## config.mk

```make
export PLATFORM = sky130hd
export DESIGN_NAME = ola_cell
export DESIGN_NICKNAME = d
export VERILOG_FILES = /design/src/rtl/core/ola_pkg.sv /design/src/rtl/core/ola_cell.sv
export SDC_FILE = /design/constraint.sdc
export NUM_CORES = 1
export LEC_CHECK = 0
export ABC_AREA = 0
export BUFFER_PORTS_ARGS = -buffer_cell sky130_fd_sc_hd__buf_2
export CAP_MARGIN = 20
export CORE_ASPECT_RATIO = 1.5
export CORE_UTILIZATION = 36
export CTS_CLUSTER_SIZE = 20
export DETAILED_ROUTE_END_ITERATION = 8
export GPL_ROUTABILITY_DRIVEN = 1
export PLACE_DENSITY = 0.85
export SLEW_MARGIN = 10
export SYNTH_ARGS = -nofsm -noshare
export SYNTH_HDL_FRONTEND = slang
export SYNTH_SLANG_ARGS = --single-unit
export TNS_END_PERCENT = 5
```

## constraint.sdc

```tcl
create_clock -name clk_i -period 1.8 [get_ports clk_i]
set_clock_uncertainty 0.2 [all_clocks]
set_input_delay 0 -clock clk_i [delete_from_list [all_inputs] [get_ports clk_i]]
set_output_delay 0 -clock clk_i [all_outputs]
set_load 0.05 [all_outputs]
```

## src/rtl/core/ola_pkg.sv

```systemverilog
`timescale 1ns / 1ps

package ola_pkg;

  // Default sizing of the list.
  localparam int CAPACITY_DEF   = 256;
  localparam int DATA_WIDTH_DEF = 32;

  // The search logic looks at the cells in groups of this many.
  localparam int GROUP_SIZE = 16;
  localparam int LOCAL_W    = $clog2(GROUP_SIZE);

  // Widths of the stream payload fields.
  localparam int OPCODE_W    = 3;
  localparam int POSITION_W  = 9;
  localparam int VALUE_W     = 32;
  localparam int STATUS_W    = 2;
  localparam int READ_W      = 32;
  localparam int FOUND_W     = 8;
  localparam int LENGTH_W    = 9;
  localparam int IN_TDATA_W  = 48;
  localparam int OUT_TDATA_W = 56;

  // Operation codes.
  typedef enum logic [OPCODE_W-1:0] {
    OP_CLEAR  = 3'd0,
    OP_APPEND = 3'd1,
    OP_INSERT = 3'd2,
    OP_REMOVE = 3'd3,
    OP_SET    = 3'd4,
    OP_GET    = 3'd5,
    OP_FIND   = 3'd6
  } op_e;

  // Result status codes.
  typedef enum logic [STATUS_W-1:0] {
    ST_OK       = 2'd0,
    ST_FULL     = 2'd1,
    ST_ILLEGAL  = 2'd2,
    ST_NOTFOUND = 2'd3
  } status_e;

  // Sequencer states.
  typedef enum logic [1:0] {
    S_IDLE  = 2'd0,
    S_GROUP = 2'd1,
    S_FINAL = 2'd2
  } fsm_e;

  // Command broadcast to every cell of the chain.
  typedef struct packed {
    logic shift_up;
    logic shift_down;
    logic load;
  } cell_cmd_t;

  // Per-group search answer: first hit and its place within the group.
  typedef struct packed {
    logic               hit;
    logic [LOCAL_W-1:0] idx;
  } grp_hit_t;

endpackage

```

## src/rtl/core/ola_cell.sv

```systemverilog
`timescale 1ns / 1ps

// One list entry. It holds its word, takes its left neighbour's word when the
// tail moves up, its right neighbour's word when the tail moves down, or the
// new value when it is the addressed position.
module ola_cell #(
  parameter int DATA_WIDTH  = ola_pkg::DATA_WIDTH_DEF,
  parameter int INDEX_WIDTH = 8,
  parameter int INDEX       = 0
) (
  input  logic                   clk_i,
  input  ola_pkg::cell_cmd_t     cmd_i,
  input  logic [INDEX_WIDTH-1:0] pos_i,
  input  logic [DATA_WIDTH-1:0]  value_i,
  input  logic [DATA_WIDTH-1:0]  left_i,
  input  logic [DATA_WIDTH-1:0]  right_i,
  output logic [DATA_WIDTH-1:0]  word_o
);

  localparam logic [INDEX_WIDTH-1:0] MyIdx = INDEX_WIDTH'(INDEX);

  logic [DATA_WIDTH-1:0] word_q, word_d;

  // Select the next content of this entry.
  always_comb begin
    word_d = word_q;
    if (cmd_i.shift_up) begin
      if (MyIdx > pos_i) begin
        word_d = left_i;
      end else if (MyIdx == pos_i) begin
        word_d = value_i;
      end
    end else if (cmd_i.shift_down) begin
      if (MyIdx >= pos_i) begin
        word_d = right_i;
      end
    end else if (cmd_i.load) begin
      if (MyIdx == pos_i) begin
        word_d = value_i;
      end
    end
  end

  // Entry storage; its content is meaningless until written.
  always_ff @(posedge clk_i) begin
    word_q <= word_d;
  end

  assign word_o = word_q;

endmodule

```

# Word-level counts from Yosys, hierarchy flattened
# Cells that the tools add are included.
# word_totals
regBits	32
inputBits	108
elab_cells	13
# op_classes
n_lt_le_gt_ge	2
eq_ne	1
muxes	6
n_reduce_logical	3
# ops
operator	count
two-way mux 32 bit	6
greater-or-equal comparator 1 x 8 -> 1 bit, first input constant	1
> comparator 1 x 8 -> 1 bit, first input constant	1
logical NOT 8 bit	1
!= test 3 x 1 -> 1 bit, second input constant	1
nonzero test 3 bit	1
AND reduction 2 bit	1

# Longest topological paths before layout
# depth
ltp_word	5
mapped_depth	5

# Least setup slack after synthesis
# OpenSTA, ideal clock, no wires.
# synth_timing
kind	input to register
from	input port pos_i[1]
to	register word_q[0], in the netlist word_o[0], enable pin
setup_ps	396
arrival_ps	1320
required_ps	1204
slack_ps	-115
cell_stages	2
n_path_buf	0
path_cell_list	nor4_4 a311o_1
# synth_via
elab_chain_cells	3
# synth_lines
item	line_no	source
start, declared	ola_cell.sv:13	input logic [INDEX_WIDTH-1:0] pos_i,
greater-or-equal comparator 1 x 8 -> 1 bit	ola_cell.sv:34	if (MyIdx >= pos_i) begin
!= test 3 x 1 -> 1 bit (no line)	-	
AND reduction 2 bit (no line)	-	
end signal, assigned	ola_cell.sv:46	word_q <= word_d;
end, declared	ola_cell.sv:22	logic [DATA_WIDTH-1:0] word_q, word_d;
# Every way passes these cells.
# A chain may end at the register's enable or synchronous reset.

# Worst setup path in the final report
# layout_timing
from	input port pos_i[1]
to	register word_q[31], in the netlist word_o[31], data pin
# layout_via
elab_chain_cells	5
elab_cells_between_ends	7
cone_classes	order compare: 1; mux: 5; reduce/logical: 1
# layout_lines
item	line_no	source
branches (longest 4 deep; another with > comparator 1 x 8 -> 1 bit)	-	
two-way mux 32 bit (*)	ola_cell.sv:27	if (cmd_i.shift_up) begin
via word_d[31]	ola_cell.sv:22	
# Mark *: on every way through the listed nets, which the timed path passes. The select of a mux whose other input is x is not followed.

==> run_results.csv <==
group,metric,value,unit
outcome,status,"completed",
routing,viasPerCell,5.37,
timing,final-setup-viol-count,0,
floorplanning,dieArea,0.00531,sq mm
min_path,min_path_type,"input port to flip-flop",
timing,post-route-period-util,78.1,%
yosys,synthAdderAreaFrac,0,%
yosys,synth_top_area_share,53.2,%
global_route,grt_pass1_wl,9710,um
layout,insertedDiodeCount,0,
cts,clock_latency,0.27,ns
yosys,synth_edf_count,32,
yosys,synth_flop_cell,"edfxtp_1",
layout,multi_input_area,736,sq um
worst_setup_path,crit_type,"input port to flip-flop",
yosys,synth_cell_type_count,17,
cts,cts.path.max_buffers,2,
routing,drc,0,
yosys,synth_top_family_by_area,"compound AO/OA/AOI/OAI gates",
global_route,grt_usage,25.2,%
yosys,synthXorXnorAreaFrac,0,%
worst_setup_path,path_cells,"buf_2, or4_4, o21ai_0, a31oi_1",
yosys,syn_nets,294,
yosys,ys_top_cells_by_count,"a31oi_1 (32), edfxtp_1 (32), nand3_1 (32), nor2_1 (32), o21ai_1 (29)",
yosys,synth_seq_cells,32,
yosys,ys_warn_count,0,
cts,clk_pin_slew_worst_paths,0.07,ns
worst_setup_path,reg2reg_depth,2,
yosys,muxShareOfSynthArea,0,%
timing,maxSlewHeadroom,73.8,%
pwr,p_per_area,758,mW/mm^2
placed_design,post-dp-hpwl,3460,um
global_route,grt_max_degree,33,
worst_setup_path,regToRegSetupSlack,0.70,ns
global_route,antenna_found_initial,0,
global_route,grt_overflow,0,
worst_setup_path,cpPeakStageDelay,0.74,ns
floorplanning,start_util,37.5,%
layout,regArea,961,sq um
worst_setup_path,cp-end-kind,"flip-flop",
yosys,syn_inst,186,
worst_setup_path,critPathArrivalTime,1.22,ns
min_path,min_from,"cmd_i[2]",
cts,cts_made_buffers,5,
yosys,async_reset_ff_share,0,%
min_path,min_delay_path_depth,3,
routing,wl_per_cell,15.7,um
timing,drv_slew,0,
flow_run,maxCapViolations,0,
routing,routed_wl,6580,um
routing,drt-initial-drc-count,176,
routing,antenna_left,0,
cts,clock-sinks,32,
timing,rsz0062_at_grt,"false",
yosys,synth-simple-area-share,19.8,%
placed_design,gp_congestion,0.811,
yosys,synth-compound-area-share,20.7,%
yosys,syn_area_per_cell,9.71,sq um
timing,fin_tns_setup,0,ns
global_route,grt_pass1_vias,2121,
floorplanning,die_h,88.7,um
routing,drt_pre_antenna_iters,5,
yosys,synth_area_leaders,"edfxtp_1 (53%), a31oi_1 (11%), nand3_1 (8.9%), o21ai_1 (8.0%), nor2_1 (6.7%)",
pwr,p_leak,0.00124,uW
layout,area_growth,72.8,%
layout,largest_register_ffs,32,
timing,finalHoldViolCount,0,
worst_setup_path,cp.required,1.62,ns
yosys,synth_seq_area_share,53.2,%
floorplanning,die_w,59.8,um
yosys,yosysTopAreaCell,"edfxtp_1",
layout,fin_nets,459,
worst_setup_path,startpoint_type,"input port",
floorplanning,num_rows,31,
timing,max_freq,712,MHz
placed_design,port_buffers,107,
pwr,peakVddDrop,517,uV
timing,period_needed,1.41,ns
worst_setup_path,critPathMaxFanout,32,
routing,vias,2243,
floorplanning,io_pins,140,
layout,nFillCells,380,
cts,cts_tree,"done",
yosys,synth_area,0.00181,sq mm
worst_setup_path,r2r-start,"word_o[15]",
cts,htreeDepth,2,
timing,tightestPinTransition,0.392,ns
worst_setup_path,cp_slowest_cell,"or4_4",
min_path,min_to,"word_o[6]",
floorplanning,core,0.00481,sq mm
worst_setup_path,r2r-end,"word_o[15]",
layout,drive_above_1_share,35.8,%
cts,ctsRootBufferMaster,"clkbuf_8",
layout,fin_util,64.9,%
==> worst max-delay path, delay by kind of cell <==
kind                   cells  cell delay, ns
and+or+nand+nor            1            0.74
AOI/OAI and AO/OA          2            0.35
buffers and inverters      1            0.12
==> placed cells by master (no fill, tap or decap) <==
cell type      count
buf_2            107
dlygate4sd3_1     64
nand3_1           32
nor2_1            32
a31oi_1           32
edfxtp_1          32
o21ai_1           29
clkbuf_8           5
buf_4              5
nor4_4             2
or4_4              2
o21ai_0            2
clkinv_1           2
nand2b_2           1
o21ai_2            1
nor2b_1            1
a311o_2            1
bufinv_16          1
buf_12             1
==> layer usage <==
layer | global-route usage, % | part of all wire (%) | up-vias
met5 | 0 | 0 | -
li1 | - | - | 1041
met4 | 16.5 | 5.5 | 0
met1 | 27.2 | 36 | 1036
met3 | 4.97 | 6.6 | 34
met2 | 43.6 | 52 | 132
==> power breakdown <==
part | switching (uW) | internal (uW)
sequential | 39.3 | 923
clock | 266 | 403
combinational | 461 | 271
==> area by class of cell <==
| class | count | area share (%) |
|---|---|---|
| clock buffers | 5 | 2.21 |
| multi-input cells | 135 | 23.6 |
| repair buffers | 177 | 39.6 |
| clock inverters | 3 | 1.20 |
| flip-flops and latches | 32 | 30.8 |
| well taps | 66 | 2.65 |
==> worst max path at each step <==
stage	start	end	slack, ns	cells past startpoint
2_1_floorplan	pos_i[1]	word_o[0]	0.29	2
3_3_place_gp	pos_i[1]	word_o[31]	0.14	4
3_5_place_dp	pos_i[1]	word_o[31]	0.12	4
4_1_cts	pos_i[1]	word_o[31]	0.42	4
5_1_grt	pos_i[1]	word_o[31]	0.36	4
6_report	pos_i[1]	word_o[31]	0.39	4
==> logic make-up (layout without fill, tap and decap cells) <==
group | count (synthesis) | after routing
and+or+nand+nor | 70 | 70
AOI/OAI and AO/OA | 65 | 65
buffers and inverters | 19 | 185
DFF | 32 | 32
==> what timing repair did <==
item,CTS,global route
endpoints found under the hold margin,32,0
resized for setup,0,0
hold buffers,64,0
setup buffers,0,0
==> per-stage QoR <==
| stage | setup slack (ns) | instances | total power, uW | hold slack (ns) | instance area [sq um] |
|---|---|---|---|---|---|
| after floorplan | 0.290 | 186 | 1390 | 0.0542 | 1810 |
| after global placement | 0.143 | 346 | 1570 | 0.144 | 2370 |
| after detailed placement | 0.118 | 346 | 1580 | 0.149 | 2370 |
| after CTS | 0.421 | 418 | 2360 | 0.0354 | 3120 |
| after global routing | 0.358 | 418 | 2470 | 0.0393 | 3120 |
| final | 0.395 | 418 | 2360 | 0.0375 | 3120 |
Note: power is estimated with default switching activity, not from simulation.
