--- config.mk ---
export PLATFORM = sky130hd
export DESIGN_NAME = ola_group
export DESIGN_NICKNAME = d
export VERILOG_FILES = /design/src/rtl/core/ola_pkg.sv /design/src/rtl/core/ola_group.sv
export SDC_FILE = /design/constraint.sdc
export NUM_CORES = 1
export LEC_CHECK = 0
export BUFFER_PORTS_ARGS = -buffer_cell sky130_fd_sc_hd__buf_2
export CAP_MARGIN = 5
export CORE_AREA = 2 2 232 234
export DETAILED_ROUTE_END_ITERATION = 8
export DIE_AREA = 0 0 234 236
export SLEW_MARGIN = 20
export SYNTH_ARGS = -nofsm -noshare
export SYNTH_HDL_FRONTEND = slang
export SYNTH_SLANG_ARGS = --single-unit
--- constraint.sdc ---
create_clock -name clk_i -period 2.2 [get_ports clk_i]
set_input_delay 0.11 -clock clk_i [delete_from_list [all_inputs] [get_ports clk_i]]
set_output_delay 0.11 -clock clk_i [all_outputs]
set_load 0.02 [all_outputs]
--- src/rtl/core/ola_pkg.sv ---
`timescale 1ns / 1ps

package ola_pkg;

  // Default sizing of the list.
  localparam int CAPACITY_DEF   = 256;
  localparam int DATA_WIDTH_DEF = 32;

  // The search logic looks at the cells in groups of this many.
  localparam int GROUP_SIZE = 16;
  localparam int LOCAL_W    = $clog2(GROUP_SIZE);

  // Widths of the stream payload fields.
  localparam int OPCODE_W    = 3;
  localparam int POSITION_W  = 9;
  localparam int VALUE_W     = 32;
  localparam int STATUS_W    = 2;
  localparam int READ_W      = 32;
  localparam int FOUND_W     = 8;
  localparam int LENGTH_W    = 9;
  localparam int IN_TDATA_W  = 48;
  localparam int OUT_TDATA_W = 56;

  // Operation codes.
  typedef enum logic [OPCODE_W-1:0] {
    OP_CLEAR  = 3'd0,
    OP_APPEND = 3'd1,
    OP_INSERT = 3'd2,
    OP_REMOVE = 3'd3,
    OP_SET    = 3'd4,
    OP_GET    = 3'd5,
    OP_FIND   = 3'd6
  } op_e;

  // Result status codes.
  typedef enum logic [STATUS_W-1:0] {
    ST_OK       = 2'd0,
    ST_FULL     = 2'd1,
    ST_ILLEGAL  = 2'd2,
    ST_NOTFOUND = 2'd3
  } status_e;

  // Sequencer states.
  typedef enum logic [1:0] {
    S_IDLE  = 2'd0,
    S_GROUP = 2'd1,
    S_FINAL = 2'd2
  } fsm_e;

  // Command broadcast to every cell of the chain.
  typedef struct packed {
    logic shift_up;
    logic shift_down;
    logic load;
  } cell_cmd_t;

  // Per-group search answer: first hit and its place within the group.
  typedef struct packed {
    logic               hit;
    logic [LOCAL_W-1:0] idx;
  } grp_hit_t;

endpackage

--- src/rtl/core/ola_group.sv ---
`timescale 1ns / 1ps

// First search stage over one group of cells. It registers the hit and place
// of the first valid match with the key, and the word at the selected place.
module ola_group #(
  parameter int DATA_WIDTH  = ola_pkg::DATA_WIDTH_DEF,
  parameter int COUNT_WIDTH = 9,
  parameter int BASE        = 0
) (
  input  logic                                             clk_i,
  input  logic                                             en_i,
  input  logic [ola_pkg::GROUP_SIZE-1:0][DATA_WIDTH-1:0]   words_i,
  input  logic [DATA_WIDTH-1:0]                            key_i,
  input  logic [ola_pkg::LOCAL_W-1:0]                      sel_i,
  input  logic [COUNT_WIDTH-1:0]                           count_i,
  output ola_pkg::grp_hit_t                                hit_o,
  output logic [DATA_WIDTH-1:0]                            word_o
);

  logic [ola_pkg::GROUP_SIZE-1:0] match;
  ola_pkg::grp_hit_t              hit_d, hit_q;
  logic [DATA_WIDTH-1:0]          word_q;

  // Compare every entry of the group that lies inside the list.
  for (genvar k = 0; k < ola_pkg::GROUP_SIZE; k++) begin : g_cmp
    assign match[k] = (words_i[k] == key_i) && (32'(BASE + k) < 32'(count_i));
  end

  // Lowest matching place wins.
  always_comb begin
    hit_d = '0;
    for (int k = ola_pkg::GROUP_SIZE - 1; k >= 0; k--) begin
      if (match[k]) begin
        hit_d.hit = 1'b1;
        hit_d.idx = ola_pkg::LOCAL_W'(k);
      end
    end
  end

  // Stage register.
  always_ff @(posedge clk_i) begin
    if (en_i) begin
      hit_q  <= hit_d;
      word_q <= words_i[sel_i];
    end
  end

  assign hit_o  = hit_q;
  assign word_o = word_q;

endmodule

# [Word-level counts from Yosys, hierarchy flattened]
# Index checks and enable logic that the tools add are counted.
[op_classes] n_lt_le_gt_ge=17 eq_ne=16 n_mux=17 reduce_logical=20
[op_table] operator="== test 32 bit" n=16
[op_table] operator="binary-select mux 32 bit (select 4 bit)" n=1
[op_table] operator="less-than comparator 4 x 9 -> 1 bit, first input constant" n=8
[op_table] operator="less-than comparator 3 x 9 -> 1 bit, first input constant" n=4
[op_table] operator="2-to-1 mux 32 bit" n=1
[op_table] operator="2-to-1 mux 4 bit" n=7
[op_table] operator="less-than comparator 1 x 9 -> 1 bit, first input constant" n=2
[op_table] operator="less-than comparator 2 x 9 -> 1 bit, first input constant" n=2
[op_table] operator="logical AND 1 bit" n=16
[op_table] operator="OR reduction 15 bit" n=1
[op_table] operator="2-to-1 mux 3 bit" n=4
[op_table] operator="OR reduction 8 bit" n=1
[op_table] operator="less-than comparator 4 x 5 -> 1 bit, second input constant" n=1
[op_table] operator="2-to-1 mux 5 bit" n=1
[op_table] operator="2-to-1 mux 2 bit" n=2
[op_table] operator="OR reduction 4 bit" n=1
[op_table] operator="OR reduction 2 bit" n=1
[op_table] operator="2-to-1 mux 1 bit" n=1
[totals] reg_bits=37 inputBits=559 out_inout_bits=37 elab_cells=76

# [Depth between registers and ports, before layout]
[logic_depth] word_depth=17 mapped_depth=11 mapped_depth_nobuf=9

# [Worst setup path after synthesis]
# Ideal clock, no wire load.
[synth_timing] kind="input to register" start="input port count_i[7]" end="register hit_q, in the netlist hit_o[4], data pin" setup_time_ns=0.268 arrival_time_ns=2.183 required_time_ns=1.932 path_slack_ns=-0.251 cell_stages=8 n_path_buf=1 cell_sequence="or4_4 > or3_1 > clkbuf_2 > o311a_1 > or2_1 > or3_4 > nor2_1 > nand2_1"
[synth_between] elab_chain_cells=3 word_cells_on_any_way=34 cone_classes="order compare (16); mux (1); reduce/logical (17)"
[synth_rtl] element="from (decl)" line_no="ola_group.sv:15" source="input logic [COUNT_WIDTH-1:0] count_i,"
[synth_rtl] element="less-than comparator 1 x 9 -> 1 bit (tied with other cells)" line_no="ola_group.sv:26" source="assign match[k] = (words_i[k] == key_i) && (32'(BASE + k) < 32'(count_i));"
[synth_rtl] element="logical AND 1 bit" line_no="ola_group.sv:26"
[synth_rtl] element="OR reduction 15 bit (no source line) / 2-to-1 mux 5 bit (equally long branches)"
[synth_rtl] element="to (signal assigned)" line_no="ola_group.sv:43" source="hit_q <= hit_d;"
[synth_rtl] element="to (decl)" line_no="ola_group.sv:21" source="ola_pkg::grp_hit_t hit_d, hit_q;"
# Several ways; a longest one is shown, not always the timed one.
# A chain may end at the register's enable or synchronous reset.

# [Final worst setup path]
[layout_timing] start="input port count_i[6]" end="register hit_q, in the netlist hit_o[4], data pin"
# The elaborated chain is that of the path after synthesis.

==> impl_metrics.yaml <==
worst_setup_path:
  cpMaxStageDelayCell: "or4_4"
  cp-start-kind: "primary input"
  path_common_cell: "or3_4"
  crit_fanout: 5
  critPathRequiredTime_ps: 2250
  crit_chain: "buf_6 -> or4_4 -> or3_4 -> o311a_1 -> or2_1 -> or3_4 -> nor2_2 -> nand2_1"
  worstSetupEndpointType: "register"
  criticalPathCategory: "primary input to register"
  cpPeakStageDelay_ps: 570
  arrival_ps: 2290
power:
  vdd.ir_drop.worst_mv: 0.259
  comb_power_share_pct: 71.1
  p_leak_nw: 7.37
  power_frac_seq_pct: 15.8
  p_clk_share_pct: 13.1
  intPower_mw: 3.12
  total_power_mw: 5.78
  p_sw_share_pct: 46.0
  p_sw_mw: 2.66
  p_per_area_nw_per_um2: 331
global_routing:
  grt_pass1_vias: 13457
  grt_pass1_wl_um: 116000
  grt_overflow: 0
  antenna_found_initial: 28
  grt_usage_pct: 31.3
  grt_max_degree: 58
route:
  wl_per_cell_um: 35.2
  drt_iter0_drc: 1130
  antenna_left: 0
  viasPerCell: 5.13
  dr.pass1.iters: 7
  drt_wl_total_um: 88700
  vias: 12921
  drc: 0
floorplanning:
  core_area_sq_um: 53100
  die_h_um: 236
  die-width_um: 234
  rows: 85
  io_pins: 596
  start_util_pct: 20.7
  dieArea_sq_um: 55200
clocking:
  cts_buffers: 5
  htree_levels: 2
  clk_pin_slew_ps: 70
  ctsHoldBuffers: 0
  clock_path_buffers: 2
  ctsRootBufferMaster: "clkbuf_16"
  tritoncts: "built"
  cts_sinks: 37
outcome:
  status: "finished, violations left"
  violations: "setup timing"
yosys:
  synth.distinct_cells: 37
  syn_nets: 1596
  yosysSeqAreaShare_pct: 10.1
  avgSynthCellArea_sq_um: 10.6
  synth_seq_cells: 37
  synthCells: 1037
  syn-cell-area_sq_um: 11000
  yosysWarnings: 0
worst_hold_path:
  hp-start: "sel_i[3]"
  whs_path_depth: 2
  hold_path_class: "primary input to register"
  hold_end: "word_o[11]"
timing:
  timing.fmax_mhz: 448
  setup_ws_ps: -33.0
  max_slew_margin_pct: 60.6
  finalCritPeriodShare_pct: 101
  worst_pin_slew_ps: 590
  period_minus_slack_ps: 2230
  drv_slew: 0
  finalHoldViolCount: 0
  setup_tns_ps: -38.6
  rsz0062_at_grt: "yes"
  setup_viol: 2
placement:
  gp_congestion: 1.01
  place_hpwl_um: 80400
  port_buffers: 595
final_layout:
  syn_to_final_growth_pct: 58.4
  final_layout_size_suffix_gt1_share_pct: 60.7
  fin_nets: 2360
run:
  cap_viol_max_count: 0
## registers in the layout, summed over array words and instances, names as in the netlist
register and count:
hit_o 5, word_o 32
## per-layer routing
metal / vias to the layer above / track usage, % / wire length, um
li1: 5461 / - / -
met5: - / 0 / 95
met1: 6596 / 42.0 / 37600
met4: 18 / 8.32 / 3200
met3: 132 / 6.35 / 7020
met2: 714 / 50.8 / 40800
## synth_stat cells
cell type  instances  area share (%)
a2111oi_0          5            0.40
edfxtp_1          37              10
o21ba_2            1           0.091
or4_4              1            0.10
o21ai_0            4            0.18
o311ai_0           2            0.16
or4_1              1           0.068
buf_1             14            0.48
a21boi_0           1           0.068
a2bb2oi_1          1           0.080
and2_1             1           0.057
nor2_1             8            0.27
a41oi_1            1           0.080
mux4_2           160              33
xor2_1           356              28
o311a_1            1           0.091
o22ai_1            1           0.057
clkbuf_2           1           0.045
or3_4              1            0.10
nand3_1            7            0.32
buf_2             32             1.5
nand4_1           58             3.3
a21oi_1            7            0.32
nand2_1           10            0.34
a211oi_1           2            0.14
nor4_1            97             5.5
and3_2             1           0.068
inv_1              3            0.10
or2_1              1           0.057
clkbuf_1          54             1.8
or2_2              1           0.057
nand3b_1           1           0.068
nor3_1             5            0.23
xnor2_1          156              12
or3_1              3            0.17
nor3_2             1           0.091
nand2b_1           1           0.057
## power by group through the flow
stage / combinational [mW] / clock (mW) / sequential [mW]
floorplan: 1.62 / 0 / 1.03
global placement: 3.92 / 0 / 0.927
detailed placement: 3.91 / 0 / 0.928
CTS: 3.96 / 0.768 / 0.916
global route: 4.24 / 0.798 / 0.921
finish: 4.11 / 0.755 / 0.915
## cell type report
cell class                      instances  area (sq um)
Fill cell                            5624         35600
Inverter                                3          16.3
Antenna cell                           19          47.5
Clock inverter                          3          17.5
Sequential cell                        37          1110
Clock buffer                            5           125
Tap cell                              696           871
Timing Repair Buffer                  858          5340
Multi-Input combinational cell        896          9910
## kinds of logic after synthesis
family                 count (synthesis)  share of synthesized area [%]
flip-flops                            37                           10.1
AO/OA/AOI/OAI                         26                           1.66
multiplexers                         160                           32.7
XOR/XNOR                             512                           40.7
buffers and inverters                104                           3.92
AND/OR/NAND/NOR                      198                           10.9
## worst max path at each step
stage	slack [ps]	start	endpoint	cells past startpoint
2_1_floorplan	-220	count_i[7]	hit_o[4]	8
3_3_place_gp	-590	key_i[0]	hit_o[0]	12
3_5_place_dp	-580	key_i[31]	hit_o[0]	13
4_1_cts	-40	count_i[6]	hit_o[4]	8
5_1_grt	-90	key_i[22]	hit_o[1]	12
6_report	-30	count_i[6]	hit_o[4]	8
## critical path, delay by kind of cell
family / cells / cell delay, ps
simple gates: 6 / 1770
buf+inv: 1 / 90
compound gates: 1 / 320
## stage by stage
| step | cell area, sq um | instances | utilization, % | hold slack, ps | setup slack, ps |
|---|---|---|---|---|---|
| 2_1_floorplan | 11100 | 1037 | - | 222 | -224 |
| 3_3_place_gp | 16500 | 2470 | 31.1 | 559 | -594 |
| 3_5_place_dp | 16500 | 2470 | 31.1 | 557 | -579 |
| 4_1_cts | 16800 | 2482 | 31.7 | 422 | -44.8 |
| 5_1_grt | 17400 | 2508 | 32.8 | 434 | -87.1 |
| 6_report | 17400 | 2517 | 32.9 | 425 | -33.0 |
## placed cells by master, fill, tap and decap left out, types with 5 or more instances in the layout
cell	synthesis	layout
buf_4	0	234
nand3_1	7	7
buf_2	32	579
xnor2_1	156	154
nor4_1	97	72
a21oi_1	7	5
nand2_1	10	9
mux4_2	160	160
buf_6	0	18
clkbuf_16	0	5
nor2_1	8	6
xor2_1	356	348
diode_2	0	19
nand4_1	58	58
edfxtp_1	37	37
xor2_2	0	7
buf_12	0	20
nor4_2	0	22
## timing repair
action	in CTS	in global routing
endpoints found under the hold margin	0	0
resized for setup	33	96
buffers inserted	6	18
pin swaps	21	40
endpoints found under the setup margin	5	5
No activity file was read; power rests on OpenSTA's default activity.
